[config.mk]
export PLATFORM = sky130hd
export DESIGN_NAME = abst_out
export DESIGN_NICKNAME = d
export VERILOG_FILES = /design/src/abst_pkg.sv /design/src/abst_out.sv
export SDC_FILE = /design/constraint.sdc
export NUM_CORES = 1
export LEC_CHECK = 0
export ABC_CLOCK_PERIOD_IN_PS = 1550
export BUFFER_PORTS_ARGS = -buffer_cell sky130_fd_sc_hd__buf_2
export CAP_MARGIN = 30
export CORE_MARGIN = 2
export CORE_UTILIZATION = 40
export DETAILED_ROUTE_END_ITERATION = 10
export PLACE_DENSITY = 0.77
export SYNTH_ARGS = -nofsm -noshare
export SYNTH_HDL_FRONTEND = slang
export SYNTH_SLANG_ARGS = --single-unit
[constraint.sdc]
create_clock -name i_clk -period 1.55 [get_ports i_clk]
set_input_delay 0.155 -clock i_clk [delete_from_list [all_inputs] [get_ports i_clk]]
set_output_delay 0.155 -clock i_clk [all_outputs]
set_load 0.05 [all_outputs]
[src/abst_pkg.sv]
`default_nettype none

package abst_pkg;

    // Field widths
    localparam int OP_W     = 2;
    localparam int KEY_W    = 32;
    localparam int STATUS_W = 3;
    localparam int SLOT_W   = 8;
    localparam int SUM_W    = 40;
    localparam int HT_W     = 4;

    // Default tree size
    localparam int TABLE_SLOTS_DEF = 255;

    // Opcodes
    localparam logic [OP_W-1:0] OP_INSERT = 2'd0;
    localparam logic [OP_W-1:0] OP_SEARCH = 2'd1;
    localparam logic [OP_W-1:0] OP_CLEAR  = 2'd2;
    localparam logic [OP_W-1:0] OP_NOP    = 2'd3;

    // Result status codes
    localparam logic [STATUS_W-1:0] ST_INSERTED  = 3'd0;
    localparam logic [STATUS_W-1:0] ST_DUPLICATE = 3'd1;
    localparam logic [STATUS_W-1:0] ST_NO_ROOM   = 3'd2;
    localparam logic [STATUS_W-1:0] ST_FOUND     = 3'd3;
    localparam logic [STATUS_W-1:0] ST_NOT_FOUND = 3'd4;
    localparam logic [STATUS_W-1:0] ST_CLEARED   = 3'd5;

    // Command handed from front end to engine
    typedef struct packed {
        logic [OP_W-1:0]         op;
        logic signed [KEY_W-1:0] key;
    } t_cmd;

    // Result handed from engine to output stage
    typedef struct packed {
        logic [STATUS_W-1:0]     status;
        logic [SLOT_W-1:0]       slot;
        logic signed [SUM_W-1:0] sum;
        logic signed [HT_W-1:0]  height;
    } t_res;

    // Engine sequencer
    typedef enum logic [1:0] {
        S_IDLE,
        S_WALK,
        S_EMIT
    } t_eng_state;

endpackage

`default_nettype wire

[src/abst_out.sv]
`default_nettype none

module abst_out
    import abst_pkg::*;
(
    input  wire logic i_clk,
    input  wire logic i_rst_n,
    input  wire logic i_res_valid,
    input  wire t_res i_res,
    output logic      o_res_ready,
    output logic      o_valid,
    input  wire logic i_ready,
    output t_res      o_res
);

    logic r_full;
    t_res r_res;

    // Output register frees when its transfer completes
    assign o_res_ready = !r_full || i_ready;
    assign o_valid     = r_full;
    assign o_res       = r_res;

    always_ff @(posedge i_clk) begin
        if (i_res_valid && o_res_ready) r_res <= i_res;
    end

    always_ff @(posedge i_clk) begin
        if (!i_rst_n) begin
            r_full <= 1'b0;
        end else if (o_res_ready) begin
            r_full <= i_res_valid;
        end
    end

endmodule

`default_nettype wire

==> impl_metrics.tcl <==
set metrics [dict create \
    top_usage_layer "met2" \
    fin_util_pct 61.05 \
    ys_ff_latch 56 \
    root_buffer "clkbuf_8" \
    cts_made_buffers 5 \
    p_leak_nw 1.073 \
    worst_hold_path_type "in -> reg" \
    synth.distinct_cells 6 \
    arrival_ns 1.21 \
    cts_tree "yes" \
    path_cells "nand2b_4 -> and2_4 -> buf_12" \
    outcome "finished clean" \
    die_h_um 69.37 \
    grtUsageMet2_pct 25.85 \
    dr.pass1.iters 4 \
    track_usage_pct 14.75 \
    crit_path_max_fanout 21 \
    gp_congestion 0.6907 \
    ctsHoldBuffers 0 \
    initial_utilization_pct 42.12 \
    clock-sinks 56 \
    synth_top_area_share_pct 96.63 \
    synth_top_area_cell "edfxtp_1" \
    cap_violations 0 \
    cp-end-kind "register" \
    path_buf_inv 1 \
    rsz0062_at_grt "false" \
    clk_path_buf_depth 2 \
    ys_warn_count 0 \
    dieArea_um2 4812 \
    core_area_um2 4058 \
    hp-start "i_res[26]" \
    use_met3_pct 7.267 \
    min_path_cells 1 \
    cp_slowest_cell "dfxtp_2" \
    tightest_slew_ns 0.2663 \
    ys_top_cells_by_area "edfxtp_1 97%, dfxtp_1 1.2%, nand2b_4 0.81%" \
    clkTransAtPathRegs_ns 0.09 \
    rows 23 \
    grt_overflow 0 \
    drt-initial-drc-count 33 \
    r2r-end "o_res[48]$_DFFE_PP_" \
    avgViaCountPerCell 4.332 \
    io_pins 116 \
    n_antenna_cell 0 \
    ctsResizeCount 0 \
    synth_fp_nets 119 \
    finalNetCount 243 \
    antenna_left 0 \
    placed_area_um2 2389 \
    whs_endpoint "o_res[26]$_DFFE_PP_" \
    rrSetupSlack_ns 0.35 \
    max_freq_mhz 832.7 \
    fin_area_um2 2477 \
    vias 1018 \
    syn_avg_cell_area_um2 28.49 \
    r2r_start "o_valid$_SDFFE_PN0P_" \
    slew_headroom_pct 82.37 \
    area_delta_synth_final_pct 44.95 \
    wl_per_cell_um 14.05 \
    grt_antenna_before_repair 0 \
    wl_um 3302 \
    grtUsageMet1_pct 14.31 \
    cp.required_ns 1.56 \
    grt_pass1_wl_um 5278 \
    skew_ns 0.004413 \
    syn_inst 60 \
    hold_viol_final 0 \
    postCtsSetupRepairBufs 0 \
    clock_latency_ns 0.30 \
    die_w_um 69.37 \
    finalSetupViolCount 0 \
    io_buffers 115 \
    grt_pass1_vias 1151 \
    max_stage_delay_ns 0.34 \
    drc_errors 0 \
    period_minus_slack_ns 1.201 \
    r2r.worst_path.cells 3 \
    vdd_drop_max_uv 891.9 \
    critical_path_class "reg -> reg" \
    grt_max_degree 22 \
    slew_viol_final 0 \
    cp-start-kind "register" \
    cts_max_level 2 \
    period_share_pct 77.48 \
    powerDensity_nw_per_um2 1234 \
    setup_tns_ns 0 \
    drive_above_1_share_pct 69.19 \
    crit_family "simple AND/OR/NAND/NOR gates" \
    ys_seq_area_share_pct 97.80 \
    syn-cell-area_um2 1709 \
]
-- state kept, by name (all words and copies together) (netlist names) --
signal,cells
o_valid,1
o_res,55
-- stage by stage --
stage | hold slack, ns | power (W) | worst slack, ns | std cells
3_3_place_gp | 0.3319 | 0.002334 | 0.3702 | 227
2_1_floorplan | 0.2539 | 0.002167 | 0.03771 | 60
4_1_cts | 0.01116 | 0.003097 | 0.3325 | 235
5_1_grt | 0.005661 | 0.003173 | 0.2961 | 235
3_5_place_dp | 0.3331 | 0.002343 | 0.3463 | 227
6_report | 0.02343 | 0.003058 | 0.3491 | 235
-- cell usage after synthesis --
library cell  instances
edfxtp_1             55
a21boi_2              1
and2_4                1
dfxtp_1               1
inv_1                 1
nand2b_4              1
-- worst register-to-register path: stages, from the launching register on --
cell and delay (ns):
dfxtp_2 0.34, nand2b_4 0.07, and2_4 0.29, buf_12 0.21
-- report_power, final --
group          switching (W)  leakage, nW  internal, W
Clock               0.000435       0.0414     0.000322
Sequential         0.0000201        0.541      0.00177
Combinational       0.000391        0.491     0.000125
Total               0.000846         1.07      0.00221
-- cells by family (layout without fill, tap and decap cells) --
group / Yosys count / in the layout / share of synthesized area (%)
AO/OA/AOI/OAI: 1 / 1 / 0.6588
buffers and inverters: 1 / 126 / 0.2194
flip-flops: 56 / 56 / 97.80
AND/OR/NAND/NOR: 2 / 2 / 1.318
-- worst max-delay path by stage --
stage / startpoint / endpoint / depth (start not counted)
after detailed placement: o_valid$_SDFFE_PN0P_ / o_res[32]$_DFFE_PP_ / 3
after CTS: o_valid$_SDFFE_PN0P_ / o_res[3]$_DFFE_PP_ / 3
after global routing: o_valid$_SDFFE_PN0P_ / o_res[27]$_DFFE_PP_ / 3
after floorplan: o_valid$_SDFFE_PN0P_ / o_res[0]$_DFFE_PP_ / 2
final: o_valid$_SDFFE_PN0P_ / o_res[48]$_DFFE_PP_ / 3
after global placement: o_valid$_SDFFE_PN0P_ / o_res[36]$_DFFE_PP_ / 3
-- metal layers --
metal / wire (um) / part of all wire, %
met1: 1011 / 31
met2: 1812 / 55
met3: 432 / 13
met4: 46 / 1.4
met5: 0 / 0
-- cell type report --
cell class	count	area, um^2
inverters	1	3.754
fillers	295	1580
flip-flops and latches	56	1673
well taps	50	62.56
clock inverters	2	16.27
clock buffers	6	72.57
repair buffers	117	615.6
multi-input cells	3	33.78
-- cells in the final DEF, fill, tap and decap left out --
master / Yosys / final
clkbuf_1: 0 / 1
edfxtp_1: 55 / 55
clkbuf_8: 0 / 5
and2_4: 1 / 1
nand2b_4: 1 / 1
clkinv_4: 0 / 1
a21boi_2: 1 / 1
buf_2: 0 / 115
dfxtp_2: 0 / 1
inv_1: 1 / 1
clkinvlp_4: 0 / 1
buf_12: 0 / 2
(Power assumes the default switching activity.)
