--- config.mk ---
export PLATFORM = sky130hd
export DESIGN_NAME = abst_front
export DESIGN_NICKNAME = d
export VERILOG_FILES = /design/src/abst_pkg.sv /design/src/abst_front.sv
export SDC_FILE = /design/constraint.sdc
export NUM_CORES = 1
export LEC_CHECK = 0
export BUFFER_PORTS_ARGS = -buffer_cell sky130_fd_sc_hd__clkbuf_2
export CAP_MARGIN = 30
export CORE_MARGIN = 5
export CORE_UTILIZATION = 54
export CTS_BUF_LIST = sky130_fd_sc_hd__clkbuf_4 sky130_fd_sc_hd__clkbuf_8
export DETAILED_ROUTE_END_ITERATION = 10
export PLACE_DENSITY = 0.82
export SLEW_MARGIN = 20
export SYNTH_ARGS = -nofsm -noshare
export SYNTH_HDL_FRONTEND = slang
export SYNTH_SLANG_ARGS = --single-unit
export TNS_END_PERCENT = 30
--- constraint.sdc ---
create_clock -name i_clk -period 3.8 [get_ports i_clk]
set_input_delay 0.38 -clock i_clk [delete_from_list [all_inputs] [get_ports i_clk]]
set_output_delay 0.38 -clock i_clk [all_outputs]
set_load 0.005 [all_outputs]
--- src/abst_pkg.sv ---
`default_nettype none

package abst_pkg;

    // Field widths
    localparam int OP_W     = 2;
    localparam int KEY_W    = 32;
    localparam int STATUS_W = 3;
    localparam int SLOT_W   = 8;
    localparam int SUM_W    = 40;
    localparam int HT_W     = 4;

    // Default tree size
    localparam int TABLE_SLOTS_DEF = 255;

    // Opcodes
    localparam logic [OP_W-1:0] OP_INSERT = 2'd0;
    localparam logic [OP_W-1:0] OP_SEARCH = 2'd1;
    localparam logic [OP_W-1:0] OP_CLEAR  = 2'd2;
    localparam logic [OP_W-1:0] OP_NOP    = 2'd3;

    // Result status codes
    localparam logic [STATUS_W-1:0] ST_INSERTED  = 3'd0;
    localparam logic [STATUS_W-1:0] ST_DUPLICATE = 3'd1;
    localparam logic [STATUS_W-1:0] ST_NO_ROOM   = 3'd2;
    localparam logic [STATUS_W-1:0] ST_FOUND     = 3'd3;
    localparam logic [STATUS_W-1:0] ST_NOT_FOUND = 3'd4;
    localparam logic [STATUS_W-1:0] ST_CLEARED   = 3'd5;

    // Command handed from front end to engine
    typedef struct packed {
        logic [OP_W-1:0]         op;
        logic signed [KEY_W-1:0] key;
    } t_cmd;

    // Result handed from engine to output stage
    typedef struct packed {
        logic [STATUS_W-1:0]     status;
        logic [SLOT_W-1:0]       slot;
        logic signed [SUM_W-1:0] sum;
        logic signed [HT_W-1:0]  height;
    } t_res;

    // Engine sequencer
    typedef enum logic [1:0] {
        S_IDLE,
        S_WALK,
        S_EMIT
    } t_eng_state;

endpackage

`default_nettype wire

--- src/abst_front.sv ---
`default_nettype none

module abst_front
    import abst_pkg::*;
(
    input  wire logic                    i_clk,
    input  wire logic                    i_rst_n,
    input  wire logic                    i_valid,
    output logic                         o_ready,
    input  wire logic [OP_W-1:0]         i_op,
    input  wire logic signed [KEY_W-1:0] i_key,
    output logic                         o_cmd_valid,
    output t_cmd                         o_cmd,
    input  wire logic                    i_cmd_pop
);

    localparam int Q_DEPTH = 2;
    localparam int CNT_W   = $clog2(Q_DEPTH + 1);

    t_cmd             r_q [Q_DEPTH];
    logic             r_wp;
    logic             r_rp;
    logic [CNT_W-1:0] r_cnt;
    logic             push;
    logic             pop;

    // NOP opcode (3) is taken and dropped here
    assign o_ready     = (r_cnt != CNT_W'(Q_DEPTH));
    assign push        = i_valid && o_ready && (i_op != OP_NOP);
    assign pop         = i_cmd_pop && (r_cnt != '0);
    assign o_cmd_valid = (r_cnt != '0);
    assign o_cmd       = r_q[r_rp];

    // Queue storage
    always_ff @(posedge i_clk) begin
        if (push) begin
            r_q[r_wp] <= '{op: i_op, key: i_key};
        end
    end

    // Queue pointers and fill count
    always_ff @(posedge i_clk) begin
        if (!i_rst_n) begin
            r_wp  <= 1'b0;
            r_rp  <= 1'b0;
            r_cnt <= '0;
        end else begin
            if (push) r_wp <= ~r_wp;
            if (pop)  r_rp <= ~r_rp;
            if (push && !pop)      r_cnt <= r_cnt + 1'b1;
            else if (pop && !push) r_cnt <= r_cnt - 1'b1;
        end
    end

endmodule

`default_nettype wire

==> impl_results.rst <==
.. list-table::
   :header-rows: 1

   * - Metric
     - Value
   * - Area inside the core boundary
     - 4786 µm²
   * - Number of gates resized after CTS
     - 0
   * - Most area-hungry cell type in the Yosys netlist
     - sky130_fd_sc_hd__edfxtp_1
   * - Initial standard-cell utilization of the core
     - 0.5618
   * - # Post-CTS Setup Buffers
     - 0
   * - I/O pin count
     - 74
   * - Kind of start point of the critical path
     - register
   * - Number of global-route vias before repair
     - 1504
   * - CTS max path bufs
     - 2
   * - Delay of the slowest cell on the worst path
     - 0.64 ns
   * - FP Rows
     - 25
   * - IO buf count
     - 73
   * - Synthesized instance count
     - 131
   * - Count of pins over their slew limit
     - 0
   * - Avg Cell Area, Syn
     - 20.53 µm²
   * - Worst setup path category
     - reg -> out
   * - Share of the synthesized area in the top cell type
     - 0.7594
   * - Worst-path cell with the longest stage delay
     - sky130_fd_sc_hd__dfxtp_1
   * - Synthesized flop and latch total
     - 73
   * - Global-route total usage across every layer
     - 0.1453
   * - # setup viols final
     - 0
   * - Overall power after layout
     - 2.026 mW
   * - DRT antenna net count
     - 0
   * - Initial drt markers
     - 44
   * - Leading cell types in the layout, fill and taps excluded
     - sky130_fd_sc_hd__clkbuf_2, sky130_fd_sc_hd__edfxtp_1, sky130_fd_sc_hd__mux2_2, sky130_fd_sc_hd__clkbuf_8, sky130_fd_sc_hd__dfxtp_1
   * - Per-cell via count in the routed design
     - 4.873
   * - Pin count of the biggest net entering global routing
     - 35
   * - Pre-Repair DR Iteration Count
     - 6
   * - Synthesis warning total
     - 0
   * - Number of H-tree branching levels
     - 3
   * - Final GP Congestion
     - 0.7387
   * - Worst-skew pair later-pin latency
     - 0.32 ns
   * - Worst Min Path Start
     - i_key[2]
   * - Max Fanout on Critical Path
     - 23
   * - Total number of vias
     - 1379
   * - Crit-path cells
     - buf_4 -> mux2_2 -> clkbuf_2
   * - Reg-to-reg critical path startpoint
     - r_cnt[0]$_SDFFE_PN0P_
   * - CTS Root Buffer Type
     - sky130_fd_sc_hd__clkbuf_8
   * - Worst Tran Pin Value
     - 0.8269 ns
   * - Gate family responsible for the most delay along the worst path
     - flip-flops
   * - Wire length of the first global-routing pass
     - 6796 µm
   * - Endpoint class of the critical path
     - primary output
   * - Areal power density over the cells
     - 612.3 nW/µm²
   * - Setup TNS
     - 0 ns
   * - Inserted Clock Buffers
     - 9
   * - Static leakage power
     - 1.260 nW
   * - Overall overflow remaining after global route
     - 0
   * - Horizontal die dimension
     - 80.57 µm
   * - Antenna violations before repair
     - 0
   * - Clock tree from TritonCTS
     - yes
   * - Period Utilization, post-route
     - 0.5906
   * - Nets@finish
     - 252
   * - Die height
     - 80.57 µm
   * - Count of hold buffers inserted by post-cts repair
     - 0
   * - Synth unique cells
     - 19
   * - Result of the run
     - completed
   * - Most common library cell in the layout ignoring fill and taps
     - sky130_fd_sc_hd__clkbuf_2
   * - Worst-case headroom to the max-slew limit
     - 0.4487
   * - Clock sinks
     - 73
   * - Final hold vios
     - 0
   * - Number of remaining DRC errors
     - 0
   * - Part of the Yosys area used for sequential elements
     - 0.7966
   * - ANT cells
     - 0
   * - Highest achievable clock rate
     - 445.6 MHz
   * - Required time of the worst setup path
     - 3.42 ns
   * - Buf/Inv on CP
     - 2
   * - Clock-pin slew reported for the worst setup and hold paths after clock tree synthesis
     - 0.07 ns
   * - Synthesized cell area
     - 2689 µm²
   * - Class of the tightest hold or removal check
     - in -> reg
   * - Max-Cap Viols
     - 0
   * - Cell types occupying the most area after synthesis
     - sky130_fd_sc_hd__edfxtp_1, sky130_fd_sc_hd__mux2_2, sky130_fd_sc_hd__dfxtp_1, sky130_fd_sc_hd__and2_1, sky130_fd_sc_hd__buf_4
   * - DIE AREA
     - 6491 µm²
   * - Max IR drop VDD
     - 0.3349 mV
   * - Post-Syn Nets
     - 170
   * - Unrepaired setup endpoints after global routing
     - false
   * - Routed wire length
     - 4372 µm
   * - Critical path arrival
     - 1.86 ns
   * - Tmin final
     - 2.244 ns
   * - Fillcell total
     - 335
   * - Post-Route Skew
     - 0.005637 ns
   * - Layout Area Growth over Synthesis
     - 23.03%
   * - Share of final-layout standard cells stronger than drive strength 1
     - 0.5741
   * - Average detailed-routed wire length per instance
     - 15.45 µm
   * - Post-DP HPWL
     - 2932 µm
## synthesized netlist by cell type
cell                        n
sky130_fd_sc_hd__or3_1      1
sky130_fd_sc_hd__nor2b_1    1
sky130_fd_sc_hd__buf_2      1
sky130_fd_sc_hd__mux2_2    34
sky130_fd_sc_hd__nand2_1    2
sky130_fd_sc_hd__o21ai_1    1
sky130_fd_sc_hd__o21ai_0    1
sky130_fd_sc_hd__xor2_1     1
sky130_fd_sc_hd__dfxtp_1    5
sky130_fd_sc_hd__nand2b_1   2
sky130_fd_sc_hd__or2_2      1
sky130_fd_sc_hd__and2_1     4
sky130_fd_sc_hd__mux2i_1    1
sky130_fd_sc_hd__xnor2_1    2
sky130_fd_sc_hd__edfxtp_1  68
sky130_fd_sc_hd__buf_4      3
sky130_fd_sc_hd__a21boi_1   1
sky130_fd_sc_hd__ha_1       1
sky130_fd_sc_hd__and3_1     1
## cells by family after synthesis
| family | Yosys count | share of synthesized area |
|---|---|---|
| flops | 73 | 0.7967 |
| mux | 35 | 0.1461 |
| simple gates | 12 | 0.02606 |
| buf+inv | 4 | 0.01023 |
| compound gates | 3 | 0.006512 |
| xor+xnor | 3 | 0.009774 |
| fa+ha+maj | 1 | 0.004653 |
## routing by layer
layer	GRT usage	share of wire	routed length, µm
met1	0.1636	0.40	1753
met2	0.2483	0.52	2295
met3	0.03924	0.072	313
met4	0.08108	0.0023	10
met5	0	0	0
## stage by stage
step / util / std cells / setup slack [ns] / area, µm² / hold WS [ns]
6_report: 0.6912 / 283 / 1.556 / 3308 / 0.2454
5_1_grt: 0.6912 / 283 / 1.416 / 3308 / 0.2226
4_1_cts: 0.6855 / 282 / 1.488 / 3281 / 0.2246
3_5_place_dp: 0.6533 / 268 / 1.762 / 3127 / 0.5264
3_3_place_gp: 0.6533 / 268 / 1.808 / 3127 / 0.5012
2_1_floorplan: - / 131 / 1.064 / 2689 / 0.4514
## path summary, 6_finish.rpt
check	depth (start not counted)	slack, ns	to
min reg2reg	2	0.53	r_wp$_SDFFE_PN0P_
min	1	0.25	r_q[1][2]$_DFFE_PP_
max reg2reg	3	1.89	r_q[1][21]$_DFFE_PP_
max	3	1.56	o_cmd[18]
## sequential cells by signal (all words and copies together) (netlist names), named ones only
| register | cells |
|---|---|
| r_q | 68 |
| r_wp | 1 |
| r_cnt | 2 |
| r_rp | 1 |
## report_power, final
group	switching [mW]	internal (mW)	leakage [nW]
clock	0.240	0.248	0.0816
combinational	0.219	0.274	0.508
sequential	0.0485	0.997	0.670
## area by class of cell
type / instances / area (µm²) / area share
Sequential cell: 73 / 2142 / 0.6475
Multi-Input combinational cell: 54 / 528.0 / 0.1596
Timing Repair Buffer: 75 / 400.4 / 0.1210
Clock buffer: 12 / 146.4 / 0.04425
Tap cell: 67 / 83.83 / 0.02534
Clock inverter: 2 / 7.507 / 0.002269
No activity file was read; power rests on OpenSTA's default activity.
